`config.mk`:
```
export PLATFORM = sky130hd
export DESIGN_NAME = bfsp_ram
export DESIGN_NICKNAME = d
export VERILOG_FILES = /design/src/bfsp_ram.sv
export SDC_FILE = /design/constraint.sdc
export NUM_CORES = 1
export LEC_CHECK = 0
export ABC_CLOCK_PERIOD_IN_PS = 4760
export BUFFER_PORTS_ARGS = -buffer_cell sky130_fd_sc_hd__buf_2
export CAP_MARGIN = 20
export CORE_MARGIN = 5
export CORE_UTILIZATION = 45
export CTS_CLUSTER_SIZE = 20
export DETAILED_ROUTE_END_ITERATION = 7
export PLACE_DENSITY = 0.66
export SLEW_MARGIN = 15
export SYNTH_ARGS = -nofsm -noshare
export SYNTH_HDL_FRONTEND = slang
export SYNTH_SLANG_ARGS = --single-unit
```
`constraint.sdc`:
```
create_clock -name clock -period 4.76 [get_ports clock]
set_input_delay 0.714 -clock clock [delete_from_list [all_inputs] [get_ports clock]]
set_output_delay 0.714 -clock clock [all_outputs]
set_load 0.05 [all_outputs]
```
`src/bfsp_ram.sv`:
```
`default_nettype none

module bfsp_ram #(
   parameter int WIDTH = 32,
   parameter int DEPTH = 32,
   parameter int AW    = (DEPTH > 1) ? $clog2(DEPTH) : 1
) (
   input  wire logic             clock,
   input  wire logic             we,
   input  wire logic [AW-1:0]    waddr,
   input  wire logic [WIDTH-1:0] wdata,
   input  wire logic             re,
   input  wire logic [AW-1:0]    raddr,
   output logic      [WIDTH-1:0] rdata
);

   logic [WIDTH-1:0] mem [DEPTH];

   // one write and one registered read per cycle
   always_ff @(posedge clock) begin
      if (we) begin
         mem[waddr] <= wdata;
      end
      if (re) begin
         rdata <= mem[raddr];
      end
   end

endmodule

`default_nettype wire

```
Word-level counts from Yosys, hierarchy flattened --
Memory sizes are Yosys's and may differ from the RTL's. A register that Yosys moved wholly into a read port is not among the register bits. Cells that the tools add are included.
Storage, ports and cells: register bits after elaboration 0, bits in writable memories 1024, input port bits 45, output and inout port bits 32, word-level logic and storage cells 3, memories kept 1
Memories:
- mem | depth 32, bits a word 32, rd ports 1, clocked after Yosys merged registers in 1, wr ports 1, RTL line 17 | logic [WIDTH-1:0] mem [DEPTH];
Cells by class: mux-type cells 2
Operators with widths (count):
- two-way mux 1 bit | 2

Logic depth before layout (Yosys ltp) --
Gate-level depths: netlist (run 1).
depth in word-level cells 2, gate-level depth with buffers 8, mapped depth without buffers 5

Worst setup path after synthesis (run 1) --
Ideal clock, no wire load.
path type input port to flip-flop, start point in waddr[1], end point mem mem[12][0] (enable), library setup time 0.421 ns, arrival time 2.727 ns, required time 4.339 ns, slack 1.612 ns, stages on the path 3, buffers on the path 1, cells stage by stage or3b_2 clkbuf_1 nor2_1
RTL lines:
- start, declared | RTL line 10 | input wire logic [AW-1:0] waddr,
- end, declared | RTL line 17
No word-level cell before the write port.

==> results.md, run 1 <==
* # Max-Cap Violations at 0
* Post-CTS repair timing setup buffer count at 0
* Compound-Gate Fraction of Synth Area at 0.0481
* Met3 WL at approximately 7.2 mm
* Worst Tran Pin Value at about 1.0 ns
* Max Freq at ~0.40 GHz
* Setup violations, final at 0
* Seq/Total Area, Yosys at 0.777
* Most common cell after layout, fill and taps aside: edfxtp_1
* Buffers on Ports at 76
* HPWL Detailed at approximately 61 mm
* Post-DRT Antenna Nets at 0
* Layout cells sized above 1 at 0.139
* Die X at 311 µm
* Crit path arrival time at between 2 and 3 ns
* Peak supply drop at between 0.0003 and 0.0004 V
* Crit-path max FO at between 60 and 70
* Synth Register Bits at 1056
* Synthesized Nets at about 2.3k
* Clock transition at path regs at about 0.060 ns
* Fin. Hold Viols at 0
* Hold depth at 1
* Synth Area in Adders at 0
* Syn Inst Count at about 2.3k
* CTS tree: yes
* Max incr delay on CP at ~0.60 ns
* Via Count at 21.4k
* Area Overhead vs Synth at 14.1%
* Cell Area, Synth at between 0.04 and 0.05 mm²
* Max-slew headroom at 0.308
* Layout fillers at 7132
* Minimum clock period at 2.52 ns
* Vias in the first global route at between 20k and 25k
* Final Max Slew Viols at 0
* Post-synth top area share at 0.777
* Leakage Power at about 16 nW
* Worst clock skew at 0.0268 ns
* Initial core utilization at 0.453
* Total CTS buffers at ~110
* Top sig layer: met5
* Wire per inst at 27.9 µm
* Post-synthesis mux area share at 0.126
* First-pass GRT wire length at 148 mm
* Synth cell types at 24
* Syn Area/Cell at about 18 µm²
* Routed vias/inst at 5.84
* Startpoint types: primary input
* Hold WS at approximately 0.57 ns
* DRC Markers at 0
* Synth Area in XOR/XNOR at 0
* CTS max path bufs at 3
* Die Ht at ~310 µm
* Total track usage at 0.206
* NumNets Final at 2439
* H-tree depth at 3
* DRT met1 WL at ~42 mm
* Final critical-path share of the clock period at 0.530
* Largest net degree at the start of global routing at 129
* Design Area, Final at roughly 0.047 mm²
* Status: completed
* RSZ-0062 raised after global routing: no
* Gpl congestion at between 0.8 and 0.9
* Worst path bufs/invs at 2
* WL met2 at 50.8 mm
* CP required at just over 5 ns
* Warnings, synthesis at 0
* TNS Setup at 0 ns
* IO Count at just under 80
* Initial antenna violation count at 8
* Most frequent cells in the layout: 1056 x edfxtp_1, 512 x mux2i_1, 107 x clkbuf_16
* Area leader, netlist: edfxtp_1
* Area post-placement at between 0.04 and 0.05 mm²
* Cell Pwr Density at between 400 and 500 mW/mm²
* Worst Hold Class: primary input to flip-flop
* CP endpoint kind: flip-flop
* PostCTS Resize Cnt at 0
* Die area at ~0.097 mm²
* Iteration-0 DRC Markers at between 2k and 2.5k
* Delay-heaviest family, CP: buffers and inverters
* Placement Rows at 110
* TritonCTS Sinks at between 1k and 1.5k
* GRT overflow at 0
* Largest family of logic cells by synthesized area: multiplexers
* Drt total wl at ~100 mm
* CP max-delay cell: buf_4
* Crit path cell chain: buf_8 -> buf_4 -> mux2i_1 -> a22oi_1 -> a31oi_1 -> nand3_1
* Clk_lat worst skew at about 0.67 ns
* CTS Hold Buffers Added at 0
* Number of cells on the worst reg-to-reg path at 5
* CP Depth at 6
* CP Class: primary input to flip-flop
* First-pass iteration count of the detailed router at 8
* Root Driver: clkbuf_16
* Core Region at around 0.090 mm²
* Post-Synth Simple-Gate Area at 0.0308
* Synth area leaders: edfxtp_1 78%, mux2i_1 13%, a22oi_1 1.8%
==> per-layer routing <==
metal,GRT usage,up-vias
met5,0,-
met4,0.0515,2
met3,0.0297,147
met2,0.346,916
met1,0.286,11000
li1,-,9290
==> flip-flops by register name (all words and copies together) (netlist names) <==
register / flops
rdata: 32
mem: 1024
==> synthesized netlist by cell type, drive strengths merged <==
library cell	count
a22o	64
nand3	98
clkbuf	48
nand2	98
edfxtp	1056
a22oi	96
nand3b	5
nor2b	1
nand2b	2
and2	1
nor2	34
a21oi	96
or3	1
mux2i	512
or2	1
and2b	1
buf	79
or3b	3
nor3	32
a31oi	32
==> path summary, 6_finish.rpt <==
| check | from | endpoint | slack (ns) |
|---|---|---|---|
| worst max-delay path | raddr[0] | rdata[29] | 2.24 |
| worst min-delay path | wdata[17] | mem[14][17] | 0.57 |
| worst max register to register | mem[1][11] | rdata[11] | 2.96 |
| worst min register to register | mem[26][7] | rdata[7] | 0.68 |
==> metrics by stage <==
step	cells	worst slack [ns]	power (mW)	utilization
3_3_place_gp	3445	1.53	11.7	0.475
5_1_grt	3661	2.20	20.2	0.517
4_1_cts	3660	2.30	19.8	0.517
3_5_place_dp	3461	1.59	11.7	0.479
6_report	3664	2.24	19.7	0.517
2_1_floorplan	2260	1.61	11.2	-
==> cell type report <==
cell class / instances / area [µm²] / share of cell area
tap: 1176 / 1470 / 0.0316
clock inverter: 70 / 666 / 0.0143
clock buffer: 129 / 2760 / 0.0593
multi-input combinational: 1077 / 8610 / 0.185
antenna: 3 / 7.51 / 0.000161
sequential: 1056 / 31700 / 0.681
timing repair buffer: 153 / 1330 / 0.0286
==> report_power, final <==
| part | internal [mW] | leakage [nW] | switching [mW] |
|---|---|---|---|
| clock network | 4.68 | 1.68 | 3.46 |
| registers | 10.4 | 9.54 | 0.0554 |
| logic | 0.312 | 4.89 | 0.771 |
==> cell families after synthesis <==
group / Yosys count
buf+inv: 127
mux: 512
compound gates: 288
flops: 1056
simple gates: 277
Note: power is estimated with default switching activity, not from simulation.
==> run 2: changes to the inputs <==
--- a/config.mk
+++ b/config.mk
@@ -5,7 +5,7 @@
 export SDC_FILE = /design/constraint.sdc
 export NUM_CORES = 1
 export LEC_CHECK = 0
-export ABC_CLOCK_PERIOD_IN_PS = 4760
+export ABC_CLOCK_PERIOD_IN_PS = 2500
 export BUFFER_PORTS_ARGS = -buffer_cell sky130_fd_sc_hd__buf_2
 export CAP_MARGIN = 20
 export CORE_MARGIN = 5
==> constraint.sdc (replaced) <==
create_clock -name clock -period 2.5 [get_ports clock]
set_input_delay 0.375 -clock clock [delete_from_list [all_inputs] [get_ports clock]]
set_output_delay 0.375 -clock clock [all_outputs]
set_load 0.05 [all_outputs]
==> results.md, run 2 (same netlist as run 1, synthesis figures left out) <==
* Logic pwr share at 0.055 (about the same)
* CTS tree: yes
* Biggest register: mem
* Die X at 311 µm (unchanged)
* Pint at 30.0 mW (+95%)
* IO Count at 77 (unchanged)
* P_sw at 7.94 mW (+85%)
* Worst clock skew at 0.0156 ns (-0.0112 ns)
* Hold WS at 0.210 ns (-0.363 ns)
* First-pass GRT wire length at 147 mm (-0.50%)
* TritonCTS Sinks at 1056 (unchanged)
* Worst path bufs/invs at 1 (-1)
* Fin cells at 3713 (+1.3%)
* Root Driver: clkbuf_16
* Crit-path max FO at 2 (-97%)
* Die area at 0.0968 mm² (unchanged)
* First-pass iteration count of the detailed router at 5 (-3)
* Placed cell count at 3519 (+1.7%)
* CP required at 2.12 ns (-3.04 ns)
* RSZ-0062 raised after global routing: no
* Most common cell after layout, fill and taps aside: edfxtp_1
* Peak supply drop at 0.000435 V (+41%)
* Reg area at 0.0317 mm² (unchanged)
* Worst Hold Class: primary input to flip-flop
* GRT overflow at 0 (unchanged)
* Clock transition at path regs at 0.06 ns (about the same)
* Die Ht at 311 µm (unchanged)
* Area of the multi-input gates at 0.00861 mm² (unchanged)
* Largest regs: mem x1024, rdata x32
* PostCTS Resize Cnt at 0 (unchanged)
* # Max-Cap Violations at 0 (unchanged)
* H-tree depth at 3 (unchanged)
* Status: completed
* Max-slew headroom at 0.529 (+0.221)
* Initial core utilization at 0.453 (unchanged)
* Most frequent cells in the layout: 1056 x edfxtp_1, 512 x mux2i_1, 106 x clkbuf_16
* Core Region at 0.0900 mm² (unchanged)
* DRC Markers at 0 (unchanged)
* Largest register FFs at 1024 (unchanged)
* Routed vias/inst at 5.84 (about the same)
* Final critical-path share of the clock period at 0.774
* Part of the power in registers at 0.524 (-0.007)
* Vias in the first global route at 21.9k (+3.1%)
* Gpl congestion at 0.791 (-2.2%)
* Leakage Power at 16.5 nW (+2.6%)
* Post-DRT Antenna Nets at 0 (unchanged)
* FF-to-FF setup slack at 0.96 ns (-2.00 ns)
* Minimum clock period at 1.94 ns
* Cell Pwr Density at 800 mW/mm² (+89%)
* Area Overhead vs Synth at 16.1%
* Total CTS buffers at 104 (-1.9%)
* Layout fillers at 7026 (-1.5%)
* HPWL Detailed at 56.2 mm (-7.2%)
* Largest net degree at the start of global routing at 48 (-63%)
* Clk_lat worst skew at 0.65 ns (-0.02 ns)
* CP max-delay cell: edfxtp_1
* Delay-heaviest family, CP: flip-flops
* Total track usage at 0.205 (-0.000678)
* Iteration-0 DRC Markers at 2256 (-9.2%)
* Buffers on Ports at 76 (unchanged)
* Max incr delay on CP at 0.56 ns (-0.04 ns)
* NumNets Final at 2494 (+2.3%)
* Fin. Hold Viols at 0 (unchanged)
* Startpoint types: flip-flop
* CP Class: flip-flop to primary output
* Drt total wl at 101 mm (-0.92%)
* Crit path arrival time at 1.56 ns (-1.36 ns)
* Setup violations, final at 0 (unchanged)
* Initial antenna violation count at 7 (-1)
* Crit path cell chain: buf_2
* Switch share at 0.209 (-0.00868)
* CTS max path bufs at 3 (unchanged)
* CTS Hold Buffers Added at 0 (unchanged)
* Wire per inst at 27.3 µm (-2.2%)
* Placement Rows at 110 (unchanged)
* Layout cells sized above 1 at 0.159 (+0.0206)
* Max Freq at 0.517 GHz
* Worst Tran Pin Value at 0.706 ns (-0.332 ns)
* Clock share of power at 0.422 (+0.008)
* CP endpoint kind: primary output
* Final Max Slew Viols at 0 (unchanged)
* Via Count at 21.7k (+1.3%)
* Post-CTS repair timing setup buffer count at 0 (unchanged)
## run 2: cell types whose count changed in the layout (fill, tap and decap cells not counted), moves of 3 or more
cell and delta:
buf_12 +36, clkinv_2 -5, clkinv_1 -13, clkbuf_1 +3
buf_16 -7, bufinv_16 +7, buf_4 +28
## run 2: metal layers
| metal | share of wire | GRT usage |
|---|---|---|
| met5 | 0.00047 | 0 |
| met4 | 0.031 | 0.0681 |
| met3 | 0.075 | 0.0356 |
| met2 | 0.49 | 0.340 |
| met1 | 0.40 | 0.278 |
## run 2: power groups by stage
stage / logic (mW) / registers, mW / clock network (mW)
floorplan: 1.02 / 20.4 / 0
global placement: 2.03 / 20.2 / 0
detailed placement: 2.07 / 20.2 / 0
CTS: 2.08 / 19.9 / 16.2
global route: 2.20 / 19.9 / 17.0
finish: 2.07 / 19.9 / 16.0
## run 2: worst paths after layout
kind                     from           to  depth (start not counted)
setup / recovery    rdata[14]    rdata[14]                          1
hold / removal      wdata[29]  mem[29][29]                          1
hold reg to reg   mem[11][20]    rdata[20]                          4
setup reg to reg   mem[7][16]    rdata[16]                          5
## run 2: layout make-up
| class | count | area share |
|---|---|---|
| Multi-Input combinational cell | 1077 | 0.182 |
| Antenna cell | 3 | 0.000158 |
| Sequential cell | 1056 | 0.669 |
| Clock inverter | 60 | 0.0163 |
| Timing Repair Buffer | 210 | 0.0437 |
| Clock buffer | 131 | 0.0580 |
| Tap cell | 1176 | 0.0310 |
## run 2: per-stage QoR
stage	utilization	setup slack (ns)	area (µm²)	setup TNS, ns	power [mW]
after floorplan	-	-0.309	40800	-101.42	21.4
after global placement	0.487	0.144	43900	0	22.2
after detailed placement	0.487	0.140	43900	0	22.3
after CTS	0.526	0.566	47400	0	38.1
after global routing	0.526	0.604	47400	0	39.0
final	0.526	0.565	47400	0	37.9
