`config.mk`:
```
export PLATFORM = sky130hd
export DESIGN_NAME = bfsp_relax_unit
export DESIGN_NICKNAME = d
export VERILOG_FILES = /design/src/bfsp_pkg.sv /design/src/bfsp_relax_unit.sv
export SDC_FILE = /design/constraint.sdc
export NUM_CORES = 1
export LEC_CHECK = 0
export BUFFER_PORTS_ARGS = -buffer_cell sky130_fd_sc_hd__buf_2
export CORE_AREA = 5 5 97 99
export CTS_CLUSTER_DIAMETER = 60
export DETAILED_ROUTE_END_ITERATION = 10
export DIE_AREA = 0 0 102 104
export GPL_ROUTABILITY_DRIVEN = 1
export PLACE_DENSITY = 0.78
export REMOVE_ABC_BUFFERS = 1
export SLEW_MARGIN = 20
export SYNTH_ARGS = -nofsm -noshare
export SYNTH_HDL_FRONTEND = slang
export SYNTH_SLANG_ARGS = --single-unit
```
`constraint.sdc`:
```
create_clock -name clock -period 2.7 [get_ports clock]
set_input_delay 0.27 -clock clock [delete_from_list [all_inputs] [get_ports clock]]
set_output_delay 0.27 -clock clock [all_outputs]
set_load 0.05 [all_outputs]
```
`src/bfsp_pkg.sv`:
```
`default_nettype none

package bfsp_pkg;

   // vertex and field widths are fixed by the channel definition
   localparam int VERTEX_W     = 5;
   localparam int VERTEX_SLOTS = 32;
   localparam int COUNT_W      = 6;
   localparam int WEIGHT_W     = 16;
   localparam int DIST_W       = 32;

   // configuration port
   localparam int CSR_IDX_W  = 2;
   localparam int CSR_DATA_W = 6;

   typedef logic [CSR_IDX_W-1:0]    csr_idx_type;
   typedef logic [CSR_DATA_W-1:0]   csr_data_type;
   typedef logic [VERTEX_W-1:0]     vertex_type;
   typedef logic [COUNT_W-1:0]      count_type;
   typedef logic signed [WEIGHT_W-1:0] weight_type;
   typedef logic signed [DIST_W-1:0]   dist_type;

   localparam csr_idx_type CSR_VERTEX_COUNT  = csr_idx_type'(0);
   localparam csr_idx_type CSR_SOURCE_VERTEX = csr_idx_type'(1);

   // status from the relax datapath to the sequencer
   typedef struct packed {
      logic     improve;
      dist_type cand;
   } relax_status_type;

endpackage

`default_nettype wire

```
`src/bfsp_relax_unit.sv`:
```
`default_nettype none

module bfsp_relax_unit (
   input  wire logic                       clock,
   input  wire logic                       load,
   input  wire bfsp_pkg::dist_type         tail_dist,
   input  wire bfsp_pkg::weight_type       weight,
   input  wire bfsp_pkg::dist_type         head_dist,
   input  wire logic                       head_reached,
   output bfsp_pkg::relax_status_type      status
);
   import bfsp_pkg::*;

   logic signed [DIST_W:0] sum;
   dist_type               sat_sum;
   dist_type               cand_ff;
   dist_type               cand_in;

   // wide sum, clamped to the signed 32-bit range
   always_comb begin
      sum = {tail_dist[DIST_W-1], tail_dist} + (DIST_W+1)'(weight);
      if (sum[DIST_W] != sum[DIST_W-1]) begin
         sat_sum = sum[DIST_W] ? {1'b1, {(DIST_W-1){1'b0}}} : {1'b0, {(DIST_W-1){1'b1}}};
      end else begin
         sat_sum = sum[DIST_W-1:0];
      end
      cand_in = load ? sat_sum : cand_ff;
   end

   always_ff @(posedge clock) begin
      cand_ff <= cand_in;
   end

   // candidate beats the head when the head is unreached or strictly larger
   always_comb begin
      status.cand    = cand_ff;
      status.improve = !head_reached || (cand_ff < head_dist);
   end

endmodule

`default_nettype wire

```
### Word level (Yosys, flattened, before mapping)

Cells that the tools add are included.

| storage, ports and cells | value |
|---|---|
| output and inout port bits | 33 |
| flip-flop bits (word level) | 32 |

| operators by class | value |
|---|---|
| order comparisons | 1 |
| add/subtract/negate cells | 1 |
| multiplexer cells | 2 |
| equal/unequal tests | 1 |
| reductions and logical operators | 2 |

Operators with widths:

| cell | number |
|---|---|
| $mux W32 | 2 |
| $add A32 B16 Y33 | 1 |
| $lt A32 B32 Y1 | 1 |
| $logic_not A1 Y1 | 1 |
| $logic_or A1 B1 Y1 | 1 |
| $ne A1 B1 Y1 | 1 |

### Depth between registers and ports, before layout

Gate-level depths: netlist of the first run.

| logic depth | value |
|---|---|
| word-level depth | 3 |
| depth in mapped cells | 12 |
| gate-level depth less buffers | 11 |

### Worst setup path after synthesis of the first run

No wires, ideal clock.

| timing | value |
|---|---|
| kind | register -> output |
| start point | register cand_ff[25] |
| end point | output status[32] (netlist name) |
| data required time | 2.430 ns |
| data arrival time | 2.643 ns |
| stages on the path, launching flop included | 10 |
| path slack | -0.213 ns |
| cells stage by stage | edfxtp_1 ha_1 a21o_1 a21o_1 a21o_1 a21oi_1 nor2b_1 o21ai_0 nand2_1 o221ai_1 |

RTL lines:

| what | RTL line | source |
|---|---|---|
| start: declaration | bfsp_relax_unit.sv:16 | `dist_type cand_ff;` |
| start signal: assignment | bfsp_relax_unit.sv:31 | `cand_ff <= cand_in;` |
| end: declaration | bfsp_relax_unit.sv:10 | `output bfsp_pkg::relax_status_type status` |

### Worst setup path after layout of the first run

| timing | value |
|---|---|
| start point | input tail_dist[0] |
| end point | register cand_ff[30], data pin |

| between the ends | value |
|---|---|
| cells in the longest elaborated chain, start to end | 3 |
| elaborated cells on any way between the ends | 4 |
| classes of those cells | add/sub (1); eq/ne (1); mux (2) |

RTL lines:

| what | RTL line | source |
|---|---|---|
| start: declaration | bfsp_relax_unit.sv:6 | `input wire bfsp_pkg::dist_type tail_dist,` |
| $add A32 B16 Y33 (*) | bfsp_relax_unit.sv:21 | `sum = {tail_dist[DIST_W-1], tail_dist} + (DIST_W+1)'(weight);` |
| $mux W32 / $ne A1 B1 Y1 (equally long branches) | bfsp_relax_unit.sv:23, bfsp_relax_unit.sv:22 |  |
| $mux W32 (*) | bfsp_relax_unit.sv:22 | `if (sum[DIST_W] != sum[DIST_W-1]) begin` |
| named net sat_sum[30] | bfsp_relax_unit.sv:15 | `dist_type sat_sum;` |

Mark *: on every way through the listed nets, which the timed path passes. The rest lies on a longest branch.
A chain may end at the register's enable or synchronous reset.

==> results of run 1 <==
[stage by stage]
stage                     utilization, %  power (mW)  TNS [ps]
after global placement              60.8        2.33     -2800
after global routing                63.5        3.06      -159
final                               63.5        2.88         0
after floorplan                        -        1.86    -12350
after detailed placement            60.8        2.39     -6380
after CTS                           62.3        2.83         0
[worst max-delay path, delay by kind of cell]
kind            cells  cell delay [ps]
buf+inv             5              610
xor+xnor            1              180
compound gates      6             1160
fa+ha+maj           2              390
simple gates        1               50
[repair_timing]
item	in CTS	in global routing
setup buffers	1	2
gates resized for setup	2	18
pin swaps	1	12
hold buffers	0	0
hold endpoints to repair	0	0
cloned	0	1
setup endpoints to repair	2	30
[cell type report]
class	instances	area [um2]	area share, %
inverter	45	169	3.14
clock buffer	5	68.8	1.28
sequential	32	961	17.9
timing repair buffer	188	1170	21.8
clock inverter	3	42.5	0.792
multi-input combinational	353	2830	52.6
tap	108	135	2.52
[Yosys cell counts, types with 2 or more instances]
cell | number | area [um2]
a2111oi_0 | 3 | 26.3
a211o_1 | 4 | 35.0
a211oi_1 | 9 | 67.6
a21o_1 | 25 | 188
a21oi_1 | 38 | 190
a21oi_2 | 9 | 78.8
a311oi_1 | 2 | 17.5
a31oi_1 | 5 | 31.3
and2_1 | 2 | 12.5
buf_2 | 3 | 15.0
buf_6 | 4 | 45.0
clkbuf_1 | 8 | 30.0
edfxtp_1 | 32 | 961
ha_1 | 63 | 788
inv_1 | 45 | 169
maj3_1 | 3 | 30.0
mux2i_1 | 2 | 20.0
nand2_1 | 26 | 97.6
nand2b_1 | 2 | 12.5
nand3_1 | 7 | 35.0
nand4_1 | 10 | 62.6
nor2_1 | 19 | 71.3
nor2b_1 | 6 | 37.5
nor3_1 | 7 | 35.0
nor3_2 | 2 | 20.0
o211ai_1 | 6 | 45.0
o21a_1 | 6 | 45.0
o21ai_0 | 22 | 110
o21ai_1 | 3 | 15.0
o21ai_2 | 4 | 35.0
o21bai_1 | 4 | 30.0
o31a_1 | 2 | 17.5
o31ai_1 | 7 | 52.6
o41ai_2 | 2 | 32.5
or2_2 | 2 | 12.5
xnor2_1 | 14 | 123
xor2_1 | 11 | 96.3
[cells by family after synthesis]
| logic type | synth area share [%] |
|---|---|
| buffers and inverters | 6.77 |
| AOI/OAI and AO/OA | 30.9 |
| and+or+nand+nor | 11.3 |
| adders and majority gates | 21.0 |
| xor gates and xnor gates | 5.49 |
| DFF | 24.1 |
| muxes | 0.502 |
[report_power, final]
| group | total, mW | switching (mW) | leakage (nW) | internal (mW) |
|---|---|---|---|---|
| clock | 0.436 | 0.164 | 0.0541 | 0.272 |
| sequential | 0.761 | 0.0643 | 0.312 | 0.697 |
| combinational | 1.68 | 1.02 | 2.27 | 0.659 |
| total | 2.88 | 1.25 | 2.63 | 1.63 |
[metal layers]
| metal | up-vias | routed length [um] |
|---|---|---|
| li1 | 2036 | - |
| met1 | 1839 | 4680 |
| met2 | 142 | 5330 |
| met3 | 19 | 612 |
| met4 | 0 | 157 |
| met5 | - | 0 |
[worst max-delay path by stage]
stage	end	slack, ps
4_1_cts	status[32]	20
3_3_place_gp	cand_ff[11]	-190
5_1_grt	cand_ff[25]	-50
2_1_floorplan	cand_ff[3]	-650
6_report	cand_ff[30]	50
3_5_place_dp	cand_ff[11]	-310
==> reports/qor.csv, run 1 <==
metric;value;unit
status;finished clean;
H-tree Lvls;2;
CP cell instances;buf_2, ha_2, inv_2, fa_2, nor2b_2, o31a_1, o311ai_4, a31oi_2, buf_4, buf_4, a211oi_2, buf_4, o21ai_0, xnor2_1, o31ai_1;
IO Pins;116;
Antenna Nets Post-Route;0;
pre-CTS setup slack;-307;ps
clock-pin slew on the worst setup and hold paths;60;ps
largest net degree at the start of global routing;33;
core box area;8470;um2
biggest regs;cand_ff: 32 flops;
max FFs per register;32;
Final WS setup;51.3;ps
Residual DRC;0;
vias in the first global route;3834;
post-synthesis sequential area ratio;24.1;%
FMAX;0.378;GHz
Cells after DPL;722;
Final Setup Violations;0;
fin. max-slew vios;0;
first-pass GRT wire length;17100;um
Area Growth Syn to Fin;34.6;%
max-cap violations;0;
PortBufs;115;
GP Congestion;0.876;
final non-filler cell area;5370;um2
row count;34;
WS Path Type;in2reg;
Hold Path End;cand_ff[0];
Detailed Routing Iterations Pass 1;5;
crit end category;register;
GRT overflow;0;
Final Hold Viols;0;
CP startpoint kind;input port;
Worst Hold Class;in2reg;
Starting Density;47.1;%
nets@finish;772;
initial antenna violation count;0;
final WL;10800;um
Final min period;2650;ps
crit path max fanout;3;
placed cell area;5140;um2
fill count;714;
Worst Hold Path Cells;4;
ys async rst share;0;%
CTS tree;done;
Ys Warns;0;
Syn Std Cell Area;3990;um2
period utilization;98.1;%
vias;4036;
non-filler instance count after layout;734;
synthesized area per cell;8.93;um2
die width;102;um
Die Ht;104;um
cells after synthesis;447;
Worst slew margin;58.0;%
met3 Use GR;1.61;%
unrepaired setup endpoints after global routing;yes;
Netlist cell types;65;
Worst Tran Pin Value;629;ps
most used flip-flop cell after synthesis;edfxtp_1;
Critical Path Max Stage Delay;350;ps
Top cell by count, worst path;buf_4;
GR Util met1;25.4;%
CP arrival;2670;ps
Pwr per Cell Area;536;nW/um2
slowest cell on the critical path;o31a_1;
maximum vdd drop;0.193;mV
DP HPWL;9140;um
CTS buffer count;5;
Worst EP required;2720;ps
Initial DRC Count;182;
Routed WL per cell;14.7;um
Leakage;2.63;nW
commonest non-fill, non-tap cells in the layout;114 x buf_2, 71 x buf_4, 62 x ha_1;
Antenna diodes;0;
GRT Resource Usage Total;19.3;%
Die Area;10600;um2
Post-synth EDFFs;32;
M2 GR Usage;33.1;%
commonest non-fill, non-tap cell in the layout;buf_2;
ratio of cells with drive above 1 in the final layout;38.2;%
Sink Count;32;
grt peak-use layer;met2;
Clock Tree Buf Depth;2;
vias per inst;5.50;
min-delay src;weight[0];
most flop-heavy register;cand_ff;
synthesized flop and latch total;32;
WHS;480;ps
CTS Root Cell;clkbuf_8;
worst setup path start;tail_dist[0];
Note: power is estimated with default switching activity, not from simulation.
==> run 2, diff against run 1 <==
--- a/config.mk
+++ b/config.mk
@@ -13,6 +13,7 @@
 export GPL_ROUTABILITY_DRIVEN = 1
 export PLACE_DENSITY = 0.78
 export REMOVE_ABC_BUFFERS = 1
+export SETUP_SLACK_MARGIN = 0.15
 export SLEW_MARGIN = 20
 export SYNTH_ARGS = -nofsm -noshare
 export SYNTH_HDL_FRONTEND = slang
==> run 2 against run 1 <==
Compared with the run above:
- critical path depth unchanged
- die area is the same
- non-clock buffer count is 8 higher
- largest cell class unchanged
- largest power group unchanged
==> reports/qor.csv, run 2 (same netlist as run 1, synthesis figures left out) <==
metric;value;unit
status;finished clean;
CTS tree;done;
Worst Tran Pin Value;664;ps
Clock Tree Buf Depth;2;
first-pass GRT wire length;17500;um
Antenna Nets Post-Route;0;
Sink Count;32;
slowest cell on the critical path;o31a_1;
clock-pin slew on the worst setup and hold paths;70;ps
Final Setup Violations;0;
Pwr per Cell Area;535;nW/um2
Routed WL per cell;17.3;um
FMAX;0.382;GHz
placed cell area;5140;um2
Detailed Routing Iterations Pass 1;5;
CP arrival;2640;ps
Worst EP required;2720;ps
maximum vdd drop;0.207;mV
die width;102;um
nets@finish;780;
Critical Path Max Stage Delay;310;ps
CTS Root Cell;clkbuf_8;
GRT Resource Usage Total;19.7;%
core box area;8470;um2
DP HPWL;9140;um
Initial DRC Count;242;
IO Pins;116;
H-tree Lvls;2;
non-filler instance count after layout;742;
biggest regs;cand_ff: 32 flops;
Top cell by count, worst path;buf_4;
max FFs per register;32;
fin. max-slew vios;0;
GRT overflow;0;
commonest non-fill, non-tap cells in the layout;111 x buf_2, 74 x buf_4, 53 x ha_1;
CP cell instances;buf_8, ha_4, inv_2, fa_2, nor2b_2, o31a_1, o311ai_4, a31oi_2, buf_4, buf_6, a211oi_2, buf_4, o21ai_2, xnor2_1, o31ai_1;
final non-filler cell area;5900;um2
vias in the first global route;3881;
Post-CTS Hold Buffers;0;
max-cap violations;0;
initial antenna violation count;0;
Antenna diodes;0;
WS Path Type;in2reg;
Cells after DPL;722;
most flop-heavy register;cand_ff;
largest net degree at the start of global routing;33;
WHS;436;ps
CTS buffer count;5;
unrepaired setup endpoints after global routing;yes;
GP Congestion;0.876;
Worst slew margin;55.7;%
PortBufs;115;
vias;4359;
ratio of cells with drive above 1 in the final layout;46.4;%
Finished Core Util;69.7;%
Final min period;2610;ps
Die Ht;104;um
logic depth of the worst path, buffers included;15;
CP startpoint kind;input port;
Starting Density;47.1;%
Worst Hold Path Cells;4;
final WL;12800;um
critical path's top delay family;compound AO/OA/AOI/OAI gates;
crit end category;register;
Area Growth Syn to Fin;47.8;%
row count;34;
Residual DRC;0;
period utilization;96.8;%
Final Hold Viols;0;
vias per inst;5.87;
crit path max fanout;3;
Leakage;2.77;nW
Worst Hold Class;in2reg;
Die Area;10600;um2
count of buffer and inverter cells on the critical path;5;
setup_tns;0;ps
commonest non-fill, non-tap cell in the layout;buf_2;
-- run 2: cell types whose count changed in the layout (fill, tap and decap cells not counted), sizes merged --
| cell | change |
|---|---|
| buf | +7 |
| clkbuf | +1 |
-- run 2: stage by stage --
| step | setup slack, ps | power [mW] |
|---|---|---|
| after floorplan | -654 | 1.86 |
| after global placement | -193 | 2.33 |
| after detailed placement | -307 | 2.39 |
| after CTS | 122 | 2.86 |
| after global routing | -54.2 | 3.32 |
| final | 85.6 | 3.16 |
-- run 2: layout make-up --
type	count	area, um2
Clock buffer	5	68.8
Clock inverter	3	42.5
Fill cell	604	2570
Inverter	45	169
Multi-Input combinational cell	353	3230
Sequential cell	32	961
Tap cell	108	135
Timing Repair Buffer	196	1290
-- run 2: metal layers --
metal  track usage [%]  part of all wire [%]
met3              1.68                   6.0
met2              34.6                    51
met4              4.78                   3.1
met5                 0                     0
met1              25.9                    40
-- run 2: timing repair --
action | in CTS | in global routing
setup endpoints to repair | 33 | 32
endpoints found under the hold margin | 0 | 0
resized for setup | 26 | 70
setup buffers | 3 | 6
gates cloned | 0 | 3
pin swaps | 16 | 36
-- run 2: where the power goes --
| part | switching, mW | internal [mW] | total [mW] |
|---|---|---|---|
| clock | 0.171 | 0.273 | 0.444 |
| sequential | 0.0687 | 0.697 | 0.765 |
| combinational | 1.16 | 0.787 | 1.95 |
-- run 2: path summary, 6_finish.rpt --
check	from	end	slack, ps
setup / recovery	weight[0]	cand_ff[30]	90
hold / removal	tail_dist[0]	cand_ff[0]	440
==> run 3, diff against run 2 <==
--- a/config.mk
+++ b/config.mk
@@ -6,12 +6,15 @@
 export NUM_CORES = 1
 export LEC_CHECK = 0
 export BUFFER_PORTS_ARGS = -buffer_cell sky130_fd_sc_hd__buf_2
-export CORE_AREA = 5 5 97 99
+export CELL_PAD_IN_SITES_DETAIL_PLACEMENT = 2
+export CELL_PAD_IN_SITES_GLOBAL_PLACEMENT = 2
+export CORE_AREA = 5 5 126 128
 export CTS_CLUSTER_DIAMETER = 60
 export DETAILED_ROUTE_END_ITERATION = 10
-export DIE_AREA = 0 0 102 104
+export DIE_AREA = 0 0 131 133
 export GPL_ROUTABILITY_DRIVEN = 1
-export PLACE_DENSITY = 0.78
+export PLACE_DENSITY = 0.77
+export RECOVER_POWER = 100
 export REMOVE_ABC_BUFFERS = 1
 export SETUP_SLACK_MARGIN = 0.15
 export SLEW_MARGIN = 20
==> constraint.sdc (replaced) <==
create_clock -name clock -period 2.3 [get_ports clock]
set_input_delay 0.23 -clock clock [delete_from_list [all_inputs] [get_ports clock]]
set_output_delay 0.23 -clock clock [all_outputs]
set_load 0.05 [all_outputs]
==> run 3 against run 2 <==
Compared with the run above:
- the flow now finishes with violations (capacitance limit, slew limit, setup timing)
- final cell count grew 19%
- highest routed layer unchanged
- clock power grew 76%
- combinational power grew 39%
- power grew 40%
- critical path depth shrank 1
- largest power group unchanged
- global-route usage grew 3.6 points
- first-iteration DRC count shrank 6.6%
- routed wire length grew 71%
- worst hold slack gained 50 ps
- non-clock buffer count grew 62
- sequential share of layout area shrank 1.8 points
- die area grew 64%
==> reports/qor.csv, run 3 (same netlist as run 1, synthesis figures left out) <==
metric;value;unit
status;finished with violations;
failing checks;capacitance limit, slew limit, setup timing;
FMAX;0.357;GHz
Worst slew margin;-30.8;%
Antenna Nets Post-Route;0;
nets@finish;843;
Initial DRC Count;226;
register area;961;um2
most flop-heavy register;cand_ff;
Hold Path End;cand_ff[0];
max FFs per register;32;
Pwr per Cell Area;668;nW/um2
Final min period;2800;ps
Antenna diodes;0;
CP arrival;2830;ps
period utilization;122;%
commonest non-fill, non-tap cell in the layout;buf_4;
Worst EP required;2330;ps
pre-CTS setup slack;-1040;ps
Clock Tree Buf Depth;2;
Sink Count;32;
setup_tns;-15110;ps
Worst Hold Class;in2reg;
Final WS setup;-500;ps
clock-pin slew on the worst setup and hold paths;60;ps
GRT Resource Usage Total;23.3;%
Worst Hold Path Cells;4;
min-delay src;tail_dist[0];
CP startpoint kind;input port;
area taken by multi-input logic gates;3340;um2
Worst Tran Pin Value;1960;ps
ratio of cells with drive above 1 in the final layout;47.6;%
CTS buffer count;5;
max-cap violations;1;
Routed WL per cell;24.8;um
WS Path Type;in2reg;
fin. max-slew vios;33;
H-tree Lvls;2;
GP Congestion;0.833;
vias;4748;
vias per inst;5.36;
Starting Density;27.1;%
Die Ht;133;um
GRT overflow;0;
die width;131;um
DP HPWL;13400;um
Final Setup Violations;33;
final WL;21900;um
core box area;14800;um2
Post-CTS Hold Buffers;0;
commonest non-fill, non-tap cells in the layout;126 x buf_4, 77 x buf_2, 51 x ha_1;
Residual DRC;0;
largest net degree at the start of global routing;33;
Detailed Routing Iterations Pass 1;4;
crit end category;register;
Die Area;17400;um2
initial antenna violation count;0;
PortBufs;115;
CTS tree;done;
WHS;486;ps
Finished Core Util;45.0;%
biggest regs;cand_ff: 32 flops;
Leakage;3.04;nW
maximum vdd drop;0.253;mV
fill count;1597;
crit path max fanout;4;
IO Pins;116;
row count;45;
Final Hold Viols;0;
first-pass GRT wire length;31500;um
CTS Root Cell;clkbuf_16;
Area Growth Syn to Fin;66.2;%
vias in the first global route;5464;
unrepaired setup endpoints after global routing;yes;
total power;4.43;mW
[run 3: cell types whose count changed in the layout (fill, tap and decap cells not counted), moves of 5 or more]
| cell | delta |
|---|---|
| clkbuf_8 | -5 |
| o31ai_1 | -5 |
| buf_2 | -34 |
| clkbuf_1 | +33 |
| buf_4 | +52 |
| buf_6 | +11 |
| o21ai_2 | -5 |
[run 3: cell type report]
class                   count  share of cell area, %
clock inverters             3                  0.566
well taps                 188                   3.55
repair buffers            258                   26.7
clock buffers               5                   1.89
multi-input cells         354                   50.3
inverters                  45                   2.55
flip-flops and latches     32                   14.5
[run 3: worst max-delay path by stage]
| stage | startpoint | end | slack (ps) | cells past startpoint |
|---|---|---|---|---|
| 2_1_floorplan | tail_dist[0] | cand_ff[3] | -1010 | 11 |
| 5_1_grt | tail_dist[1] | cand_ff[28] | -590 | 13 |
| 6_report | weight[0] | cand_ff[11] | -500 | 14 |
| 4_1_cts | weight[0] | cand_ff[23] | -380 | 16 |
| 3_5_place_dp | tail_dist[0] | cand_ff[3] | -1040 | 13 |
| 3_3_place_gp | tail_dist[0] | cand_ff[3] | -810 | 13 |
[run 3: power breakdown]
part	switching [mW]	internal, mW
clock network	0.278	0.504
registers	0.108	0.821
logic	1.64	1.08
total	2.03	2.40
[run 3: metal layers]
layer	track usage [%]	up-vias	routed length [um]
met2	44.3	153	11600
met3	2.42	46	894
met1	26.5	2369	8640
li1	-	2180	-
met4	7.66	0	767
met5	0	-	0
[run 3: what timing repair did]
item	4_1_cts	5_1_grt
gates resized for setup	94	28
pin swaps	47	25
gates cloned	3	1
endpoints found under the setup margin	33	33
buffers inserted	25	8
[run 3: critical path, stage by stage]
cell and delay, ps:
buf_8 100, ha_4 160, inv_2 60, fa_2 250, nor2b_4 60, o31a_1 280, o311ai_4 270, a31oi_1 140
buf_4 170, o2111ai_4 260, a21oi_4 110, buf_6 130, or2_4 280, maj3_2 320
[run 3: metrics by stage]
stage / instance area, um2 / cells
final: 6640 / 885
after global routing: 6640 / 885
after CTS: 6440 / 876
after detailed placement: 5540 / 840
after floorplan: 3890 / 430
after global placement: 5540 / 840
